[src/sv/fqmr_pkg.sv]
// Shared types and constants for the FIFO queue with max removal.
// Operation and status codes, chain control struct, controller states.
// No dependencies.
`timescale 1ns / 1ps
`default_nettype none

package fqmr_pkg;

    localparam int QUEUE_DEPTH_DEF = 16;
    localparam int DATA_W          = 32;
    localparam int COUNT_OUT_W     = 5;
    localparam int STATUS_W        = 2;

    localparam logic signed [DATA_W-1:0] FRONT_EMPTY = -32'sd1;
    localparam logic signed [DATA_W-1:0] VALUE_ZERO  = 32'sd0;

    typedef enum logic [1:0] {
        MODE_PUSH       = 2'd0,
        MODE_POP        = 2'd1,
        MODE_REMOVE_MAX = 2'd2,
        MODE_QUERY      = 2'd3
    } mode_t;

    typedef enum logic [STATUS_W-1:0] {
        STATUS_OK    = 2'd0,
        STATUS_EMPTY = 2'd1,
        STATUS_FULL  = 2'd2
    } status_t;

    // What every cell of the entry chain does this cycle.
    typedef enum logic [1:0] {
        CHAIN_HOLD,
        CHAIN_PUSH,
        CHAIN_CLOSE,
        CHAIN_ROTATE
    } chain_op_t;

    typedef struct packed {
        chain_op_t                op;
        logic signed [DATA_W-1:0] data;
    } chain_ctrl_t;

    typedef enum logic [1:0] {
        S_IDLE,
        S_SCAN,
        S_REMOVE,
        S_DONE
    } state_t;

endpackage

`default_nettype wire

[src/sv/fqmr_req_if.sv]
// Request channel: one queue operation per request.
// Depends on fqmr_pkg for field widths.
`timescale 1ns / 1ps
`default_nettype none

interface fqmr_req_if;
    import fqmr_pkg::*;

    logic                     valid;
    logic                     ready;
    logic [1:0]               mode;
    logic signed [DATA_W-1:0] value_in;

    modport source (output valid, output mode, output value_in, input ready);
    modport sink   (input valid, input mode, input value_in, output ready);
endinterface

`default_nettype wire

[src/sv/fqmr_rsp_if.sv]
// Response channel: queue snapshot after each request.
// Depends on fqmr_pkg for field widths.
`timescale 1ns / 1ps
`default_nettype none

interface fqmr_rsp_if;
    import fqmr_pkg::*;

    logic                     valid;
    logic                     ready;
    logic signed [DATA_W-1:0] removed_value;
    logic signed [DATA_W-1:0] front_value;
    logic signed [DATA_W-1:0] max_value;
    logic [COUNT_OUT_W-1:0]   entry_count;
    logic [STATUS_W-1:0]      status;

    modport source (output valid, output removed_value, output front_value,
                    output max_value, output entry_count, output status,
                    input ready);
    modport sink   (input valid, input removed_value, input front_value,
                    input max_value, input entry_count, input status,
                    output ready);
endinterface

`default_nettype wire

[src/sv/fqmr_cell.sv]
// One storage cell of the entry chain; position IDX from the front.
// Loads on push, closes up from its right neighbor, or rotates.
// Depends on fqmr_pkg.
`timescale 1ns / 1ps
`default_nettype none

module fqmr_cell #(
    parameter int IDX = 0,
    parameter int CW  = 5
) (
    input  wire logic                             clk,
    input  wire fqmr_pkg::chain_ctrl_t            ctrl,
    input  wire logic [CW-1:0]                    pos,
    input  wire logic signed [fqmr_pkg::DATA_W-1:0] right,
    input  wire logic signed [fqmr_pkg::DATA_W-1:0] head,
    output logic signed [fqmr_pkg::DATA_W-1:0]      value
);
    import fqmr_pkg::*;

    localparam logic [CW-1:0] MY_POS = CW'(IDX);

    logic signed [DATA_W-1:0] value_reg;
    logic signed [DATA_W-1:0] value_next;

    always_comb
    begin
        value_next = value_reg;
        unique case (ctrl.op)
            CHAIN_HOLD:
            begin
                value_next = value_reg;
            end
            CHAIN_PUSH:
            begin
                if (MY_POS == pos)
                begin
                    value_next = ctrl.data;
                end
            end
            CHAIN_CLOSE:
            begin
                // pos is the slot being removed; everything behind moves up
                if (MY_POS >= pos)
                begin
                    value_next = right;
                end
            end
            CHAIN_ROTATE:
            begin
                // pos is the last occupied slot; it takes the old front
                if (MY_POS < pos)
                begin
                    value_next = right;
                end
                else if (MY_POS == pos)
                begin
                    value_next = head;
                end
            end
            default:
            begin
                value_next = value_reg;
            end
        endcase
    end

    always_ff @(posedge clk)
    begin
        value_reg <= value_next;
    end

    assign value = value_reg;

endmodule

`default_nettype wire

[src/sv/fifo_queue_with_max_removal_unit.sv]
// FIFO queue of signed 32-bit values with removal of the greatest entry.
// Channels: req (valid/ready, mode + value_in), rsp (valid/ready, removed
// value, front, max, count, status). One response per request.
// Entries sit in a chain of cells; the front is cell 0. Push writes the
// first free cell, pop and remove close the gap by moving the cells behind
// it up. The front and the greatest entry are found by rotating the
// occupied cells once past a comparator at the front, one entry per cycle.
// A push, pop or query that leaves entries in the queue rotates them once;
// remove greatest rotates to find the greatest entry, closes it out, then
// rotates the entries left, if any.
// The next request is taken in the cycle after the response is loaded;
// the rotation scan sets the throughput.
// Reset empties the queue and clears the response valid flag; entry data is
// not cleared. A stalled response holds in its output register while the
// next request is accepted and processed; that result waits in the done
// state until the output register frees.
// Depends on fqmr_pkg, fqmr_req_if, fqmr_rsp_if, fqmr_cell.
`timescale 1ns / 1ps
`default_nettype none

module fifo_queue_with_max_removal_unit #(
    parameter int QUEUE_DEPTH = fqmr_pkg::QUEUE_DEPTH_DEF
) (
    input  wire logic   clk,
    input  wire logic   rst_n,
    fqmr_req_if.sink    req,
    fqmr_rsp_if.source  rsp
);
    import fqmr_pkg::*;

    localparam int            CW      = $clog2(QUEUE_DEPTH + 1);
    localparam logic [CW-1:0] DEPTH_C = CW'(QUEUE_DEPTH);
    localparam logic [CW-1:0] ONE_C   = CW'(1);

    state_t                   state_reg, state_next;
    logic [CW-1:0]            count_reg, count_next;
    logic [CW-1:0]            scan_reg, scan_next;
    logic [CW-1:0]            best_pos_reg, best_pos_next;
    logic signed [DATA_W-1:0] best_val_reg, best_val_next;
    logic signed [DATA_W-1:0] front_reg, front_next;
    logic signed [DATA_W-1:0] removed_reg, removed_next;
    status_t                  status_reg, status_next;
    logic                     pend_reg, pend_next;

    logic                     rsp_valid_reg;
    logic signed [DATA_W-1:0] rsp_removed_reg;
    logic signed [DATA_W-1:0] rsp_front_reg;
    logic signed [DATA_W-1:0] rsp_max_reg;
    logic [COUNT_OUT_W-1:0]   rsp_count_reg;
    logic [STATUS_W-1:0]      rsp_status_reg;

    chain_ctrl_t              chain_ctrl;
    logic [CW-1:0]            chain_pos;
    logic signed [DATA_W-1:0] cell_val [QUEUE_DEPTH];
    logic signed [DATA_W-1:0] head;
    logic                     accept;
    logic                     scan_last;
    logic                     load_out;

    assign head      = cell_val[0];
    assign req.ready = (state_reg == S_IDLE);
    assign accept    = req.valid && req.ready;
    assign scan_last = (scan_reg == (count_reg - ONE_C));
    assign load_out  = (state_reg == S_DONE) && (!rsp_valid_reg || rsp.ready);

    // Entry chain
    for (genvar i = 0; i < QUEUE_DEPTH; i++)
    begin : g_cell
        logic signed [DATA_W-1:0] right_val;
        if (i == QUEUE_DEPTH - 1)
        begin : g_last
            assign right_val = cell_val[i];
        end
        else
        begin : g_mid
            assign right_val = cell_val[i+1];
        end

        fqmr_cell #(
            .IDX (i),
            .CW  (CW)
        ) u_cell (
            .clk   (clk),
            .ctrl  (chain_ctrl),
            .pos   (chain_pos),
            .right (right_val),
            .head  (head),
            .value (cell_val[i])
        );
    end

    // Next state
    always_comb
    begin
        state_next = state_reg;
        unique case (state_reg)
            S_IDLE:
            begin
                if (accept)
                begin
                    state_next = (count_next != '0) ? S_SCAN : S_DONE;
                end
            end
            S_SCAN:
            begin
                if (scan_last)
                begin
                    state_next = pend_reg ? S_REMOVE : S_DONE;
                end
            end
            S_REMOVE:
            begin
                state_next = (count_reg != ONE_C) ? S_SCAN : S_DONE;
            end
            S_DONE:
            begin
                if (load_out)
                begin
                    state_next = S_IDLE;
                end
            end
            default:
            begin
                state_next = S_IDLE;
            end
        endcase
    end

    // State outputs: chain command
    always_comb
    begin
        chain_ctrl.op   = CHAIN_HOLD;
        chain_ctrl.data = req.value_in;
        chain_pos       = '0;
        unique case (state_reg)
            S_IDLE:
            begin
                if (accept)
                begin
                    if ((mode_t'(req.mode) == MODE_PUSH) && (count_reg < DEPTH_C))
                    begin
                        chain_ctrl.op = CHAIN_PUSH;
                        chain_pos     = count_reg;
                    end
                    else if ((mode_t'(req.mode) == MODE_POP) && (count_reg != '0))
                    begin
                        chain_ctrl.op = CHAIN_CLOSE;
                        chain_pos     = '0;
                    end
                end
            end
            S_SCAN:
            begin
                chain_ctrl.op = CHAIN_ROTATE;
                chain_pos     = count_reg - ONE_C;
            end
            S_REMOVE:
            begin
                chain_ctrl.op = CHAIN_CLOSE;
                chain_pos     = best_pos_reg;
            end
            S_DONE:
            begin
                chain_ctrl.op = CHAIN_HOLD;
            end
            default:
            begin
                chain_ctrl.op = CHAIN_HOLD;
            end
        endcase
    end

    // Datapath next values
    always_comb
    begin
        count_next    = count_reg;
        scan_next     = scan_reg;
        best_pos_next = best_pos_reg;
        best_val_next = best_val_reg;
        front_next    = front_reg;
        removed_next  = removed_reg;
        status_next   = status_reg;
        pend_next     = pend_reg;
        unique case (state_reg)
            S_IDLE:
            begin
                if (accept)
                begin
                    status_next  = STATUS_OK;
                    removed_next = VALUE_ZERO;
                    pend_next    = 1'b0;
                    scan_next    = '0;
                    unique case (mode_t'(req.mode))
                        MODE_PUSH:
                        begin
                            if (count_reg < DEPTH_C)
                            begin
                                count_next = count_reg + ONE_C;
                            end
                            else
                            begin
                                status_next = STATUS_FULL;
                            end
                        end
                        MODE_POP:
                        begin
                            if (count_reg != '0)
                            begin
                                removed_next = head;
                                count_next   = count_reg - ONE_C;
                            end
                            else
                            begin
                                status_next = STATUS_EMPTY;
                            end
                        end
                        MODE_REMOVE_MAX:
                        begin
                            if (count_reg != '0)
                            begin
                                pend_next = 1'b1;
                            end
                            else
                            begin
                                status_next = STATUS_EMPTY;
                            end
                        end
                        MODE_QUERY:
                        begin
                            status_next = STATUS_OK;
                        end
                        default:
                        begin
                            status_next = STATUS_OK;
                        end
                    endcase
                end
            end
            S_SCAN:
            begin
                // strict compare keeps the earliest of tied maxima
                if ((scan_reg == '0) || (head > best_val_reg))
                begin
                    best_val_next = head;
                    best_pos_next = scan_reg;
                end
                if (scan_reg == '0)
                begin
                    front_next = head;
                end
                scan_next = scan_last ? '0 : (scan_reg + ONE_C);
            end
            S_REMOVE:
            begin
                removed_next = best_val_reg;
                count_next   = count_reg - ONE_C;
                pend_next    = 1'b0;
            end
            S_DONE:
            begin
                pend_next = 1'b0;
            end
            default:
            begin
                pend_next = 1'b0;
            end
        endcase
    end

    always_ff @(posedge clk or negedge rst_n)
    begin
        if (!rst_n)
        begin
            state_reg     <= S_IDLE;
            count_reg     <= '0;
            scan_reg      <= '0;
            pend_reg      <= 1'b0;
            rsp_valid_reg <= 1'b0;
        end
        else
        begin
            state_reg <= state_next;
            count_reg <= count_next;
            scan_reg  <= scan_next;
            pend_reg  <= pend_next;
            if (load_out)
            begin
                rsp_valid_reg <= 1'b1;
            end
            else if (rsp.ready)
            begin
                rsp_valid_reg <= 1'b0;
            end
        end
    end

    always_ff @(posedge clk)
    begin
        best_pos_reg <= best_pos_next;
        best_val_reg <= best_val_next;
        front_reg    <= front_next;
        removed_reg  <= removed_next;
        status_reg   <= status_next;
        if (load_out)
        begin
            rsp_removed_reg <= removed_reg;
            rsp_front_reg   <= (count_reg == '0) ? FRONT_EMPTY : front_reg;
            rsp_max_reg     <= (count_reg == '0) ? VALUE_ZERO : best_val_reg;
            rsp_count_reg   <= COUNT_OUT_W'(count_reg);
            rsp_status_reg  <= status_reg;
        end
    end

    assign rsp.valid         = rsp_valid_reg;
    assign rsp.removed_value = rsp_removed_reg;
    assign rsp.front_value   = rsp_front_reg;
    assign rsp.max_value     = rsp_max_reg;
    assign rsp.entry_count   = rsp_count_reg;
    assign rsp.status        = rsp_status_reg;

endmodule

`default_nettype wire

[src/flat_wrapper.sv]
// flat-port wrapper written by rule: the top's interface ports become plain ports
module fifo_queue_with_max_removal_unit_flat import fqmr_pkg::*;
#(
    parameter int QUEUE_DEPTH = fqmr_pkg::QUEUE_DEPTH_DEF
)
  (clk, rst_n, req_valid, req_mode, req_value_in, req_ready, rsp_valid, rsp_removed_value, rsp_front_value, rsp_max_value, rsp_entry_count, rsp_status, rsp_ready);
  fqmr_req_if req_i ();
  fqmr_rsp_if rsp_i ();
  input  wire logic clk;
  input  wire logic rst_n;
  input wire logic [$bits(req_i.valid)-1:0] req_valid;
  input wire logic [$bits(req_i.mode)-1:0] req_mode;
  input wire logic [$bits(req_i.value_in)-1:0] req_value_in;
  output wire logic [$bits(req_i.ready)-1:0] req_ready;
  output wire logic [$bits(rsp_i.valid)-1:0] rsp_valid;
  output wire logic [$bits(rsp_i.removed_value)-1:0] rsp_removed_value;
  output wire logic [$bits(rsp_i.front_value)-1:0] rsp_front_value;
  output wire logic [$bits(rsp_i.max_value)-1:0] rsp_max_value;
  output wire logic [$bits(rsp_i.entry_count)-1:0] rsp_entry_count;
  output wire logic [$bits(rsp_i.status)-1:0] rsp_status;
  input wire logic [$bits(rsp_i.ready)-1:0] rsp_ready;
  assign req_i.valid = req_valid;
  assign req_i.mode = req_mode;
  assign req_i.value_in = req_value_in;
  assign req_ready = req_i.ready;
  assign rsp_valid = rsp_i.valid;
  assign rsp_removed_value = rsp_i.removed_value;
  assign rsp_front_value = rsp_i.front_value;
  assign rsp_max_value = rsp_i.max_value;
  assign rsp_entry_count = rsp_i.entry_count;
  assign rsp_status = rsp_i.status;
  assign rsp_i.ready = rsp_ready;
  fifo_queue_with_max_removal_unit #(.QUEUE_DEPTH(QUEUE_DEPTH)) u_core (.clk(clk), .rst_n(rst_n), .req(req_i), .rsp(rsp_i));
endmodule
[config.mk]
export PLATFORM = sky130hd
export DESIGN_NAME = fifo_queue_with_max_removal_unit_flat
export DESIGN_NICKNAME = d
export VERILOG_FILES = /design/src/sv/fqmr_pkg.sv /design/src/sv/fqmr_req_if.sv /design/src/sv/fqmr_rsp_if.sv /design/src/sv/fqmr_cell.sv /design/src/sv/fifo_queue_with_max_removal_unit.sv /design/src/flat_wrapper.sv
export SDC_FILE = /design/constraint.sdc
export NUM_CORES = 1
export LEC_CHECK = 0
export BUFFER_PORTS_ARGS = -buffer_cell sky130_fd_sc_hd__buf_2
export CORE_UTILIZATION = 30
export DETAILED_ROUTE_END_ITERATION = 8
export PLACE_DENSITY_LB_ADDON = 0.3
export SYNTH_ARGS = -nofsm -noshare
export SYNTH_HDL_FRONTEND = slang
export SYNTH_HIERARCHICAL = 1
export SYNTH_SLANG_ARGS = --single-unit
[constraint.sdc]
create_clock -name clk -period 8.2 [get_ports clk]
set_input_delay 0.82 -clock clk [delete_from_list [all_inputs] [get_ports clk]]
set_output_delay 0.82 -clock clk [all_outputs]
set_load 0.01 [all_outputs]
### Word level (Yosys, flattened, before mapping)

Cells that the tools add are included.

* bits in registers: 732
* input bits: 38
* logic and storage cells: 304
* output and inout bits: 105

* mux-type cells: 113
* bitwise operators: 2
* reduce and logical (&&, ||, !) cells: 45
* magnitude comparators: 33
* eq/ne operators: 77
* add/subtract/negate cells: 3

Operator list (count)
* $mux W32: 65
* $pmux W32 S3: 15
* $pmux W32 S2: 2
* $ne A2 B2 Y1 const B: 35
* $reduce_and A4 Y1: 16
* $ne A3 B3 Y1 const B: 14
* $eq A4 B5 Y1 const A: 8
* $lt A4 B5 Y1 const A: 8
* $ge A4 B5 Y1 const A: 7
* $mux W5: 7
* $gt A32 B32 Y1: 1
* $pmux W5 S2: 3
* $eq A3 B5 Y1 const A: 4
* $ge A3 B5 Y1 const A: 4
* $lt A3 B5 Y1 const A: 4
* $mux W2: 9
* $pmux W2 S4: 2
* $logic_not A5 Y1: 3
* $pmux W5 S3: 1
* $eq A2 B2 Y1 const B: 6
* $reduce_and A2 Y1: 6
* $add A5 B1 Y5 const B: 2
* $eq A2 B5 Y1 const A: 2
* $ge A1 B5 Y1 const A: 2
* 22 further kinds: 47

### Logic depth before layout (Yosys ltp)

* depth after elaboration: 10
* mapped depth: 13
* gate-level depth less buffers: 10

### Modules after synthesis

The synthesis kept the hierarchy.

By module, submodules not included
* fifo_queue_with_max_removal_unit: seq. area each 6536.3 µm², cells an instance 594, area an instance 9011.1 µm², instances 1
* fqmr_cell at u_core.g_cell[10].u_cell: seq. area each 960.9 µm², cells an instance 202, area an instance 2070.7 µm², instances 1
* fqmr_cell at u_core.g_cell[0].u_cell: seq. area each 960.9 µm², cells an instance 195, area an instance 2052.0 µm², instances 1
* fqmr_cell at u_core.g_cell[4].u_cell: seq. area each 960.9 µm², cells an instance 221, area an instance 1974.4 µm², instances 1
* fqmr_cell at u_core.g_cell[9].u_cell: seq. area each 960.9 µm², cells an instance 221, area an instance 1970.6 µm², instances 1
* fqmr_cell at u_core.g_cell[6].u_cell: seq. area each 960.9 µm², cells an instance 221, area an instance 1959.4 µm², instances 1
* fqmr_cell at u_core.g_cell[5].u_cell: seq. area each 960.9 µm², cells an instance 186, area an instance 1851.8 µm², instances 1
* fqmr_cell at u_core.g_cell[11].u_cell: seq. area each 960.9 µm², cells an instance 189, area an instance 1821.7 µm², instances 1
* fqmr_cell at u_core.g_cell[2].u_cell: seq. area each 960.9 µm², cells an instance 189, area an instance 1819.2 µm², instances 1
* fqmr_cell at u_core.g_cell[8].u_cell: seq. area each 960.9 µm², cells an instance 187, area an instance 1811.7 µm², instances 1
* fqmr_cell at u_core.g_cell[13].u_cell: seq. area each 960.9 µm², cells an instance 188, area an instance 1799.2 µm², instances 1
* fqmr_cell at u_core.g_cell[12].u_cell: seq. area each 960.9 µm², cells an instance 190, area an instance 1798.0 µm², instances 1
* fqmr_cell at u_core.g_cell[14].u_cell: seq. area each 960.9 µm², cells an instance 191, area an instance 1798.0 µm², instances 1
* fqmr_cell at u_core.g_cell[1].u_cell: seq. area each 960.9 µm², cells an instance 186, area an instance 1778.0 µm², instances 1
* +3 rows

### Least setup slack after synthesis

No wires, ideal clock.

* path kind: input -> register
* from: input req_mode[0]
* to: register u_core.g_cell[13].u_cell.value_reg[0], enable pin
* stages: 10
* path slack: 0.937 ns
* buffers on the path: 1
* arrival: 6.794 ns
* required time: 7.730 ns
* setup time: 0.470 ns
* path through: inv_1 ha_1 buf_4 and4b_1 a22oi_1 o21ai_0 nor2b_1 and4_2 a21oi_1 o31ai_1

* elaborated cells between the ends (all ways): 23
* classes of those cells: order compare: 2; eq/ne: 8; mux: 7; bitwise: 1; reduce/logical: 5

RTL lines
* from (decl): line flat_wrapper.sv:12 `input wire logic [$bits(req_i.mode)-1:0] req_mode;`
* $logic_not A2 Y1 *: line fifo_queue_with_max_removal_unit.sv:140 `if ((mode_t'(req.mode) == MODE_PUSH) && (count_reg < DEPTH_C))`
* $logic_and A1 B1 Y1 *: line fifo_queue_with_max_removal_unit.sv:140
* $mux W5 *: line fifo_queue_with_max_removal_unit.sv:140
* $mux W5 *: line fifo_queue_with_max_removal_unit.sv:138 `if (accept)`
* $pmux W5 S3 *: line fifo_queue_with_max_removal_unit.sv:135 `unique case (state_reg)`
* net u_core.chain_pos[3]: line fifo_queue_with_max_removal_unit.sv:53 `logic [CW-1:0] chain_pos;`
* $lt A4 B5 Y1, or another cell as far along: line fqmr_cell.sv:51 `if (MY_POS < pos)`
* $ne A3 B3 Y1 (no source line) / $ne A2 B2 Y1 (equally long branches)
* $reduce_and A4 Y1 (no source line) *
* to (signal assigned): line fqmr_cell.sv:69 `value_reg <= value_next;`
* to (decl): line fqmr_cell.sv:22 `logic signed [DATA_W-1:0] value_reg;`

The timed path passes the listed nets; every way through them passes the cells marked *.
A chain may end at the register's enable or synchronous reset.

==> impl_metrics.sql <==
INSERT INTO impl_metrics (metric_group, metric, value, unit) VALUES
('synth', 'ys_types', '99', ''),
('worst_setup_path', 'critPathKind', 'reg2reg', ''),
('clocking', 'clock_buffers_created_by_tritoncts', '85', ''),
('routing', 'detail_route.iter0.violations', '2931', ''),
('synth', 'syn_area', '38600', 'µm²'),
('clocking', 'clock-root-buffer', 'clkbuf_16', ''),
('routing', 'drcViolationCount', '0', ''),
('worst_setup_path', 'r2r_slack', '3350', 'ps'),
('routing', 'drt.antenna.violating_nets', '0', ''),
('clocking', 'clock_tree_from_tritoncts', 'yes', ''),
('timing', 'timing.clock.skew', '23.5', 'ps'),
('synth', 'ys_top_cells_by_area', 'edfxtp_1 (56%), nor2_1 (5.5%), a31oi_1 (5.3%)', ''),
('timing', 'setup_repair_after_global_routing_missed_its_margin', 'no', ''),
('synth', 'yosysWarningCount', '6', ''),
('job', 'max-cap-violations', '0', ''),
('worst_setup_path', 'critPathCaptureType', 'register', ''),
('synth', 'synth_most_common_cell', 'edfxtp_1', ''),
('placement', 'port_buffers', '142', ''),
('die', 'die_width', '361', 'µm'),
('routing', 'firstDrtPassIters', '6', ''),
('timing', 'setup_viol', '0', ''),
('global_routing', 'first_global_vias', '26797', ''),
('synth', 'postSynthNetCount', '3712', ''),
('timing', 'number_of_hold_violations_in_the_final_report', '0', ''),
('worst_hold_path', 'hold_path.class', 'in2async', ''),
('worst_setup_path', 'cell_chain_critical_path', 'inv_1 > ha_1 > nand2_1 > inv_1 > nand2_1 > o22ai_4 > buf_4 > buf_4 > buf_12 > o31a_1 > a21oi_1', ''),
('die', 'effective_utilization_at_floorplan', '30.3', '%'),
('die', 'full_die_area', '130000', 'µm²'),
('global_routing', 'track_usage', '15.4', '%'),
('worst_setup_path', 'critPathMaxStageDelay', '600', 'ps'),
('global_routing', 'pin_count_of_the_biggest_net_entering_global_routing', '253', ''),
('worst_setup_path', 'crit_fanout', '252', ''),
('synth', 'postSynth.asyncResetShare', '1.91', '%'),
('synth', 'synthesis.area_per_instance', '10.6', 'µm²'),
('finish', 'post_route_cells_drive_above_1_share', '12.4', '%'),
('timing', 'setup-tns-final', '0', 'ps'),
('synth', 'ys_ff_latch', '732', ''),
('synth', 'yosysTopAreaCellShare', '55.9', '%'),
('global_routing', 'grt_first_pass_wirelength', '161000', 'µm'),
('global_routing', 'grt_antenna_before_repair', '9', ''),
('clocking', 'hold_buffers', '0', ''),
('placement', 'detailed_place_hpwl', '67500', 'µm'),
('global_routing', 'global_route_congestion_overflow_total', '0', ''),
('clocking', 'clk_sink_count', '732', ''),
('synth', 'synth_edf_count', '718', ''),
('worst_setup_path', 'crit_required', '8570', 'ps'),
('routing', 'routed_wire_length_per_instance', '19.2', 'µm'),
('worst_setup_path', 'r2r_cells', '11', ''),
('clocking', 'clkSlewWorstSetupHoldPaths', '60', 'ps'),
('timing', 'slew-limit-headroom', '14.9', '%'),
('finish', 'final_cell_area', '42900', 'µm²'),
('synth', 'synth-seq-area-share', '56.8', '%'),
('clocking', 'clk_path_buf_depth', '3', ''),
('worst_setup_path', 'cell_with_the_largest_stage_delay_on_the_worst_path', 'buf_12', ''),
('routing', 'routed-via-count', '28225', ''),
('routing', 'drt-vias-per-instance', '5.29', ''),
('placement', 'post_dp_cell_area', '40100', 'µm²'),
('placement', 'place.gp.congestion', '0.812', ''),
('die', 'fp.coreArea', '128000', 'µm²'),
('timing', 'tightestPinTransition', '1270', 'ps'),
('routing', 'route.final.wire_length', '103000', 'µm'),
('die', 'rows', '131', ''),
('clocking', 'clk_latency', '650', 'ps'),
('finish', 'nets', '3688', ''),
('synth', 'ys.flop_type', 'edfxtp_1', ''),
('worst_setup_path', 'worst-endpoint-arrival', '5220', 'ps'),
('synth', 'post_synth_inst_count', '3629', ''),
('die', 'die-height', '361', 'µm'),
('synth', 'yosys.area.top_type', 'edfxtp_1', ''),
('finish', 'largest_register_ff_count', '512', ''),
('timing', 'post-route-min-period', '4850', 'ps'),
('clocking', 'h-tree-depth', '3', ''),
('finish', 'area.growth.synth_to_final', '11.1', '%'),
('die', 'design.portCount', '143', ''),
('timing', 'finalCritPeriodShare', '59.2', '%'),
('timing', 'report.final.slew_viol_count', '0', ''),
('outcome', 'run_status', 'completed', ''),
('clocking', 'post-cts-setup-buffer-count', '0', ''),
('synth', 'yosys-top-cells-count', 'edfxtp_1 (718), nor2_1 (570), a31oi_1 (326)', ''),
('worst_setup_path', 'critical_path.startpoint_type', 'register', ''),
('clocking', 'number_of_gates_resized_after_cts', '0', ''),
('timing', 'max_freq', '206', 'MHz');
routing by layer:
| metal | track usage (%) | part of all wire [%] |
|---|---|---|
| met3 | 2.29 | 5.0 |
| met1 | 19.7 | 43 |
| met2 | 26.4 | 49 |
| met5 | 0 | 0.013 |
| met4 | 5.12 | 2.8 |
worst paths after layout:
path | from | end
max | u_core/state_reg[0] | u_core/g_cell[9].u_cell/value[18]
min | rst_n | u_core/rsp.valid
max reg2reg | u_core/state_reg[0] | u_core/g_cell[9].u_cell/value[18]
min reg2reg | u_core/removed_reg[20] | u_core/rsp.removed_value[20]
max in group asynchronous | rst_n | u_core/count_reg[2]
min in group clk | u_core/removed_reg[20] | u_core/rsp.removed_value[20]
cell type report:
class	instances	area, µm²
clock inverters	48	473
well taps	1662	2080
repair buffers	222	1360
fillers	12586	84700
inverters	155	582
flip-flops and latches	732	21900
diodes	3	7.51
multi-input cells	2409	14200
clock buffers	105	2240
through the flow:
step / cells / util (%) / hold slack, ps / worst slack (ps)
4_1_cts: 5333 / 33.6 / 44.9 / 3470
5_1_grt: 5335 / 33.6 / 64.8 / 2980
6_report: 5336 / 33.6 / 86.3 / 3350
3_5_place_dp: 5180 / 31.5 / 405 / 3300
2_1_floorplan: 3629 / - / 400 / 937
3_3_place_gp: 5180 / 31.5 / 404 / 3350
cell usage in the layout, fill, tap and decap left out, types with 4 or more instances in the layout:
cell | netlist | final
a21o_1 | 4 | 4
a21oi_1 | 214 | 214
a22o_1 | 36 | 35
a31oi_1 | 326 | 326
a41oi_1 | 33 | 33
and2_1 | 5 | 4
buf_12 | 5 | 4
buf_2 | 70 | 142
buf_4 | 23 | 76
bufinv_16 | 0 | 10
clkbuf_1 | 143 | 18
clkbuf_16 | 0 | 87
clkinv_1 | 0 | 23
clkinv_2 | 0 | 12
dfrtp_1 | 14 | 14
edfxtp_1 | 718 | 718
ha_1 | 45 | 45
inv_1 | 153 | 153
mux2i_1 | 67 | 67
nand2_1 | 94 | 94
nand2b_1 | 39 | 38
nand3_1 | 270 | 269
nand4_1 | 41 | 41
nor2_1 | 570 | 565
nor2b_1 | 8 | 5
nor3_1 | 6 | 6
o211ai_1 | 6 | 6
o21ai_0 | 209 | 205
o21ai_1 | 149 | 149
o21ai_2 | 9 | 9
o21ai_4 | 0 | 4
o31a_1 | 93 | 93
o31a_2 | 4 | 4
o31ai_1 | 27 | 25
o31ai_2 | 43 | 42
o31ai_4 | 1 | 4
xnor2_1 | 8 | 8
worst max-delay path: cells and delay by family, from the launching register on:
kind,cells,cell delay [ps]
compound gates,3,570
fa+ha+maj,1,570
buf+inv,5,2180
flops,1,400
simple gates,2,400
kinds of logic (layout without fill, tap and decap cells):
logic type      Yosys count  in the layout  synth area share [%]
compound gates         1201           1201                  20.1
xor+xnor                 11             11                 0.250
fa+ha+maj                47             47                  1.51
buf+inv                 488            530                  6.89
flops                   732            732                  56.8
mux                      68             68                  1.77
other cells               0              3                     0
simple gates           1082           1082                  12.7
Power is not shown: default switching activity piles up to over one toggle a cycle in this logic, so the estimate is an artifact.
